[src/pnc16_pkg.sv]
// pnc16_pkg: shared types and constants of the nearest palette color matcher
// palette table, alpha scaling constants and distance widths; no dependencies
`default_nettype none

package pnc16_pkg;

  // palette geometry
  localparam int unsigned NumEntries = 16;
  localparam int unsigned IdxW       = 4;
  localparam int unsigned ChanW      = 8;
  localparam int unsigned ProdW      = 2 * ChanW;
  // three channels of up to 255 each sum to at most 765
  localparam int unsigned DistW      = 10;
  localparam int unsigned NumGroups  = 4;
  localparam int unsigned GroupSize  = NumEntries / NumGroups;
  localparam int unsigned GrpW       = 2;
  localparam int unsigned SubW       = 2;

  // floor(p / 255) == (p * 0x8081) >> 23 for every 16-bit p
  localparam logic [ProdW-1:0] Recip255   = 16'h8081;
  localparam int unsigned      RecipShift = 23;
  localparam int unsigned      RecipW     = 2 * ProdW;

  typedef logic [ChanW-1:0] chan_t;
  typedef logic [ProdW-1:0] prod_t;
  typedef logic [DistW-1:0] dist_t;
  typedef logic [IdxW-1:0]  idx_t;

  // console palette, entry thirteen is magenta
  localparam chan_t PalR [NumEntries] = '{
    8'h00, 8'h00, 8'h00, 8'h00, 8'h80, 8'h80, 8'h80, 8'hc0,
    8'h80, 8'h00, 8'h00, 8'h00, 8'hff, 8'hff, 8'hff, 8'hff
  };
  localparam chan_t PalG [NumEntries] = '{
    8'h00, 8'h00, 8'h80, 8'h80, 8'h00, 8'h00, 8'h80, 8'hc0,
    8'h80, 8'h00, 8'he6, 8'hff, 8'h00, 8'h00, 8'hff, 8'hff
  };
  localparam chan_t PalB [NumEntries] = '{
    8'h00, 8'h80, 8'h00, 8'h80, 8'h00, 8'h80, 8'h00, 8'hc0,
    8'h80, 8'hff, 8'h00, 8'hff, 8'h00, 8'hff, 8'h00, 8'hff
  };

  // absolute difference of two channel values
  function automatic chan_t abs_diff(input chan_t x, input chan_t y);
    abs_diff = (x >= y) ? (x - y) : (y - x);
  endfunction

endpackage

`default_nettype wire

[src/palette_nearest_color_16_unit.sv]
// palette_nearest_color_16_unit: premultiplies an rgba beat by alpha and returns the
// index of the nearest of 16 console colors (l1 distance); uses pnc16_pkg
//
// One pixel beat enters per clock while the output does not stall; its index goes
// through the five register stages: channel times alpha, divide by 255 through a
// reciprocal multiply, sixteen l1 distances, minimum within four groups of four,
// minimum over the groups. The lowest index wins a tie. Each stage holds its beat
// while the next one is full and stalled, so back-pressure on the output stops the
// pipe without losing or repeating a beat; the block keeps no state between pixels.
`default_nettype none

module palette_nearest_color_16_unit (
  input  wire logic        clk_i,
  input  wire logic        rst_ni,
  input  wire logic        s_axis_tvalid,
  output logic             s_axis_tready,
  input  wire logic [31:0] s_axis_tdata,  // red[7:0], green[15:8], blue[23:16], alpha[31:24]
  output logic             m_axis_tvalid,
  input  wire logic        m_axis_tready,
  output logic [7:0]       m_axis_tdata   // palette_index[3:0], zero[7:4]
);

  localparam int unsigned NumStages = 5;

  // stage valid bits and per-stage load enables
  logic [NumStages:1]   vld_q;
  logic [NumStages+1:1] en;

  assign en[NumStages+1] = m_axis_tready;
  for (genvar k = 1; k <= NumStages; k++) begin : g_en
    assign en[k] = ~vld_q[k] | en[k+1];
  end

  assign s_axis_tready = en[1];
  assign m_axis_tvalid = vld_q[NumStages];

  // valid bits travel with the data
  always_ff @(posedge clk_i or negedge rst_ni) begin
    if (!rst_ni) begin
      vld_q <= '0;
    end else begin
      if (en[1]) begin
        vld_q[1] <= s_axis_tvalid;
      end
      for (int k = 2; k <= NumStages; k++) begin
        if (en[k]) begin
          vld_q[k] <= vld_q[k-1];
        end
      end
    end
  end

  // stage 1: channel times alpha
  pnc16_pkg::chan_t red, green, blue, alpha;
  pnc16_pkg::prod_t prod_r_q, prod_g_q, prod_b_q;

  assign red   = s_axis_tdata[7:0];
  assign green = s_axis_tdata[15:8];
  assign blue  = s_axis_tdata[23:16];
  assign alpha = s_axis_tdata[31:24];

  always_ff @(posedge clk_i) begin
    if (en[1]) begin
      prod_r_q <= pnc16_pkg::ProdW'(red) * pnc16_pkg::ProdW'(alpha);
      prod_g_q <= pnc16_pkg::ProdW'(green) * pnc16_pkg::ProdW'(alpha);
      prod_b_q <= pnc16_pkg::ProdW'(blue) * pnc16_pkg::ProdW'(alpha);
    end
  end

  // stage 2: divide by 255 through the reciprocal
  logic [pnc16_pkg::RecipW-1:0] rec_r, rec_g, rec_b;
  pnc16_pkg::chan_t              q_r_q, q_g_q, q_b_q;

  assign rec_r = pnc16_pkg::RecipW'(prod_r_q) * pnc16_pkg::RecipW'(pnc16_pkg::Recip255);
  assign rec_g = pnc16_pkg::RecipW'(prod_g_q) * pnc16_pkg::RecipW'(pnc16_pkg::Recip255);
  assign rec_b = pnc16_pkg::RecipW'(prod_b_q) * pnc16_pkg::RecipW'(pnc16_pkg::Recip255);

  always_ff @(posedge clk_i) begin
    if (en[2]) begin
      q_r_q <= rec_r[pnc16_pkg::RecipShift +: pnc16_pkg::ChanW];
      q_g_q <= rec_g[pnc16_pkg::RecipShift +: pnc16_pkg::ChanW];
      q_b_q <= rec_b[pnc16_pkg::RecipShift +: pnc16_pkg::ChanW];
    end
  end

  // stage 3: l1 distance to every palette entry
  pnc16_pkg::dist_t dist_d [pnc16_pkg::NumEntries];
  pnc16_pkg::dist_t dist_q [pnc16_pkg::NumEntries];

  always_comb begin
    for (int i = 0; i < pnc16_pkg::NumEntries; i++) begin
      dist_d[i] = pnc16_pkg::DistW'(pnc16_pkg::abs_diff(q_r_q, pnc16_pkg::PalR[i]))
                + pnc16_pkg::DistW'(pnc16_pkg::abs_diff(q_g_q, pnc16_pkg::PalG[i]))
                + pnc16_pkg::DistW'(pnc16_pkg::abs_diff(q_b_q, pnc16_pkg::PalB[i]));
    end
  end

  always_ff @(posedge clk_i) begin
    if (en[3]) begin
      dist_q <= dist_d;
    end
  end

  // stage 4: minimum inside each group of four, lowest index on tie
  pnc16_pkg::dist_t               grp_dist_d [pnc16_pkg::NumGroups];
  pnc16_pkg::dist_t               grp_dist_q [pnc16_pkg::NumGroups];
  logic [pnc16_pkg::SubW-1:0]     grp_sub_d  [pnc16_pkg::NumGroups];
  logic [pnc16_pkg::SubW-1:0]     grp_sub_q  [pnc16_pkg::NumGroups];

  always_comb begin
    for (int g = 0; g < pnc16_pkg::NumGroups; g++) begin
      grp_dist_d[g] = dist_q[g*pnc16_pkg::GroupSize];
      grp_sub_d[g]  = '0;
      for (int s = 1; s < pnc16_pkg::GroupSize; s++) begin
        if (dist_q[g*pnc16_pkg::GroupSize+s] < grp_dist_d[g]) begin
          grp_dist_d[g] = dist_q[g*pnc16_pkg::GroupSize+s];
          grp_sub_d[g]  = pnc16_pkg::SubW'(s);
        end
      end
    end
  end

  always_ff @(posedge clk_i) begin
    if (en[4]) begin
      grp_dist_q <= grp_dist_d;
      grp_sub_q  <= grp_sub_d;
    end
  end

  // stage 5: minimum over the groups, lowest group on tie
  pnc16_pkg::dist_t          best_dist;
  pnc16_pkg::idx_t           best_idx;
  pnc16_pkg::idx_t           idx_q;

  always_comb begin
    best_dist = grp_dist_q[0];
    best_idx  = {pnc16_pkg::GrpW'(0), grp_sub_q[0]};
    for (int g = 1; g < pnc16_pkg::NumGroups; g++) begin
      if (grp_dist_q[g] < best_dist) begin
        best_dist = grp_dist_q[g];
        best_idx  = {pnc16_pkg::GrpW'(g), grp_sub_q[g]};
      end
    end
  end

  always_ff @(posedge clk_i) begin
    if (en[5]) begin
      idx_q <= best_idx;
    end
  end

  assign m_axis_tdata = {4'b0000, idx_q};

  // a full stage that cannot move keeps its beat
  a_stall_keeps_beat: assert property (@(posedge clk_i) disable iff (!rst_ni)
    vld_q[3] && !en[4] |=> vld_q[3])
    else $error("stage 3 lost a stalled beat");

  // a group minimum never exceeds the group's first distance
  a_group_min: assert property (@(posedge clk_i) disable iff (!rst_ni)
    vld_q[3] && en[4] |=>
      (grp_dist_q[0] <= $past(dist_q[0])) && (grp_dist_q[1] <= $past(dist_q[4])) &&
      (grp_dist_q[2] <= $past(dist_q[8])) && (grp_dist_q[3] <= $past(dist_q[12])))
    else $error("group minimum above its first entry");

  // a black pixel after scaling sits at distance zero from entry zero
  a_black_zero: assert property (@(posedge clk_i) disable iff (!rst_ni)
    vld_q[2] && en[3] && q_r_q == '0 && q_g_q == '0 && q_b_q == '0 |=> dist_q[0] == '0)
    else $error("black pixel not at distance zero from entry zero");

endmodule

`default_nettype wire
[config.mk]
export PLATFORM = sky130hd
export DESIGN_NAME = palette_nearest_color_16_unit
export DESIGN_NICKNAME = d
export VERILOG_FILES = /design/src/pnc16_pkg.sv /design/src/palette_nearest_color_16_unit.sv
export SDC_FILE = /design/constraint.sdc
export NUM_CORES = 1
export LEC_CHECK = 0
export ABC_AREA = 1
export BUFFER_PORTS_ARGS = -buffer_cell sky130_fd_sc_hd__buf_2
export CORE_MARGIN = 2
export CORE_UTILIZATION = 40
export DETAILED_ROUTE_END_ITERATION = 8
export PLACE_DENSITY = 0.58
export SYNTH_ARGS = -nofsm -noshare
export SYNTH_HDL_FRONTEND = slang
export SYNTH_SLANG_ARGS = --single-unit
[constraint.sdc]
create_clock -name clk_i -period 6.65 [get_ports clk_i]
set_input_delay 0.3325 -clock clk_i [delete_from_list [all_inputs] [get_ports clk_i]]
set_output_delay 0.3325 -clock clk_i [all_outputs]
set_load 0.05 [all_outputs]
==> impl_metrics.py <==
metrics = {
    "worst_setup_path": {
        "cp_max_fo": 25,
        "endpoint": "idx_q[0]$_DFFE_PP_",
        "worstSetupEndpointType": "flip-flop",
        "rrSetupSlack_ns": 1.13,
        "start_kind": "flip-flop",
        "crit_top_cell": "nand2_1",
        "path_cells": "ha_1 -> a21o_1 -> nor2_2 -> nand3_1 -> o21ai_0 -> ha_1 -> a21oi_1 -> o21a_1 -> o221a_2 -> nand2_2 -> o21ai_0 -> ha_1 -> nand2_1 -> inv_1 -> nand3_1 -> a31oi_1 -> a2111oi_0 -> nand2_1 -> nand2_1 -> nand2_1",
        "worstSetupPathDepth": 20,
        "crit_arrival_ns": 5.83,
        "slowest_delay_ns": 0.63,
        "path_class": "flip-flop to flip-flop",
        "cp_top_family": "compound AO/OA/AOI/OAI gates",
        "cp_num_buf_inv": 1,
        "required_ns": 6.95,
        "r2r_end": "idx_q[0]$_DFFE_PP_",
        "crit_slowest_cell": "a2111oi_0",
        "worstRegToRegCells": 20,
        "timing.rr.start": "grp_dist_q[29]$_DFFE_PP_",
        "critPathLaunch": "grp_dist_q[29]$_DFFE_PP_",
    },
    "cts": {
        "cts_sinks": 278,
        "clk_path_buf_depth": 3,
        "clock_latency_ns": 0.56,
        "post_cts_resize_count": 0,
        "htree_levels": 2,
        "postCtsSetupBuffers": 0,
        "tritoncts.num_buffers": 37,
        "cts_tree": "built",
        "root_buffer": "clkbuf_16",
        "cts_hold_buffers": 2,
        "cts.clk_slew.worst_paths_ns": 0.06,
    },
    "die": {
        "coreArea_um2": 76100,
        "ioPinCount": 46,
        "num_rows": 101,
        "initial_core_util_pct": 40.5,
        "die_x_um": 281,
        "die_area_um2": 79200,
        "die_y_um": 281,
    },
    "synth": {
        "synth_edf_count": 273,
        "ys_seq_area_share_pct": 27.0,
        "synth.most_common_cell": "nand2_1",
        "synthesis.area_um2": 30800,
        "synthArstFlopShare_pct": 1.80,
        "synthSimpleGateAreaFrac_pct": 12.8,
        "synthDistinctLibCells": 49,
        "synth_top_area_share_pct": 26.6,
        "synthMuxAreaShare_pct": 0,
        "postSynthCellCount": 3521,
        "synthAdderAreaFrac_pct": 34.7,
        "synth_compound_area_share_pct": 10.9,
        "synth_area_leaders": "edfxtp_1, ha_1, fa_1, nand2_1, inv_1",
        "synth_area_leader_cell": "edfxtp_1",
        "netlist_top_cells_count": "nand2_1, ha_1, inv_1",
        "yosys_warnings": 0,
        "synth_xor_area_share_pct": 6.17,
        "synth_top_family_by_area": "adder cells",
        "synthFlopType": "edfxtp_1",
        "ys_ff_latch": 278,
        "avgSynthCellArea_um2": 8.74,
    },
    "grt": {
        "grt-ovfl-total": 0,
        "grt_usage_pct": 18.5,
        "grt_pass1_vias": 22200,
        "antenna_found_initial": 0,
        "grt_pass1_wl_um": 116000,
        "grt_max_degree": 71,
    },
    "route": {
        "drt_iter0_markers": 1041,
        "postRouteAntennaNets": 0,
        "wl_per_cell_um": 15.7,
        "first_pass_iters": 5,
        "vias": 22800,
        "drc": 0,
        "viasPerCell": 4.97,
        "drt-total-wl_um": 72200,
    },
    "sta": {
        "worst_pin_slew_ns": 1.27,
        "drv_slew": 0,
        "finalSetupViolations": 0,
        "slew_headroom_pct": 15.0,
        "finalClockSkew_ns": 0.0218,
        "fmax_mhz": 181,
        "fin_crit_sh_pct": 83.1,
        "hold_viol": 0,
        "setup_tns_ns": 0,
        "rsz0062_at_grt": "no",
        "fin_crit_ns": 5.52,
    },
    "final_layout": {
        "diodes": 0,
        "nets": 4337,
        "drive_gt1_share_pct": 4.21,
        "syn_to_final_growth_pct": 8.28,
    },
    "place": {
        "gp_congestion": 0.908,
        "io_buffers": 41,
        "post-dp-hpwl_um": 58600,
    },
    "run": {
        "max-cap-violations": 0,
    },
    "run_status": {
        "status": "finished, final reports clean",
    },
    "worst_hold_path": {
        "worst_hold_path_type": "input pin to asynchronous set/reset pin",
    },
}
worst min-delay path by stage:
stage,to,cells past startpoint
CTS,vld_q[1]$_DFFE_PN0P_,2
finish,vld_q[1]$_DFFE_PN0P_,2
global route,vld_q[1]$_DFFE_PN0P_,2
detailed placement,vld_q[3]$_DFFE_PN0P_,1
global placement,vld_q[2]$_DFFE_PN0P_,1
floorplan,vld_q[1]$_DFFE_PN0P_,0
state kept, by name, indices dropped and copies added (netlist names):
| register | count |
|---|---|
| q_b_q | 8 |
| grp_dist_q | 40 |
| prod_r_q | 16 |
| q_r_q | 8 |
| q_g_q | 8 |
| vld_q | 5 |
| prod_b_q | 16 |
| dist_q | 149 |
| prod_g_q | 16 |
| grp_sub_q | 8 |
| idx_q | 4 |
metrics by stage:
stage	hold slack (ns)	setup WS (ns)	instance area, um^2	utilization, %	cells
final	0.135	1.13	33300	43.8	4594
after global routing	0.156	0.513	33300	43.8	4594
after CTS	0.116	1.05	33300	43.8	4594
after detailed placement	0.178	1.10	32100	42.2	4529
after global placement	0.172	1.04	32100	42.2	4529
after floorplan	0.0369	0.453	30800	-	3524
layer usage:
metal | vias up | share of wire [%] | track usage, %
met5 | - | 0 | 0
met4 | 0 | 2.3 | 4.43
met3 | 99 | 3.6 | 2.15
li1 | 11800 | - | -
met1 | 10600 | 47 | 24.9
met2 | 359 | 47 | 31.7
layout make-up:
class / instances / area, um^2
Timing Repair Buffer: 64 / 383
Sequential cell: 278 / 8320
Clock inverter: 21 / 275
Inverter: 589 / 2210
Clock buffer: 42 / 966
Fill cell: 7540 / 42700
Multi-Input combinational cell: 2570 / 19900
Tap cell: 1030 / 1290
cells by family after synthesis:
| logic type | Yosys count |
|---|---|
| flops | 278 |
| xor+xnor | 217 |
| compound gates | 617 |
| fa+ha+maj | 761 |
| simple gates | 971 |
| other cells | 1 |
| buf+inv | 676 |
cell usage in the layout (no fill, tap or decap), types with 6 or more instances in the layout:
cell         n
nand4_1     29
nand2_2      8
inv_1      577
xnor2_1     53
o31ai_1      6
buf_2       41
nand2_1    708
a21oi_1    270
ha_1       608
o211ai_1     6
nand3_1     92
nor2_1      99
o21bai_1    34
a211oi_1    10
o21a_1       8
clkbuf_16   38
o21ai_0    193
bufinv_16    6
xor2_1     164
fa_1       153
o21ai_1     54
a31oi_1      8
nor3_1      18
edfxtp_1   273
clkinv_1     7
buf_4       21
a21o_1      13
inv_2       11
Power is left out: the tool's default activity adds up to more than one toggle a clock period on the data nets, which glitch-free logic cannot reach.
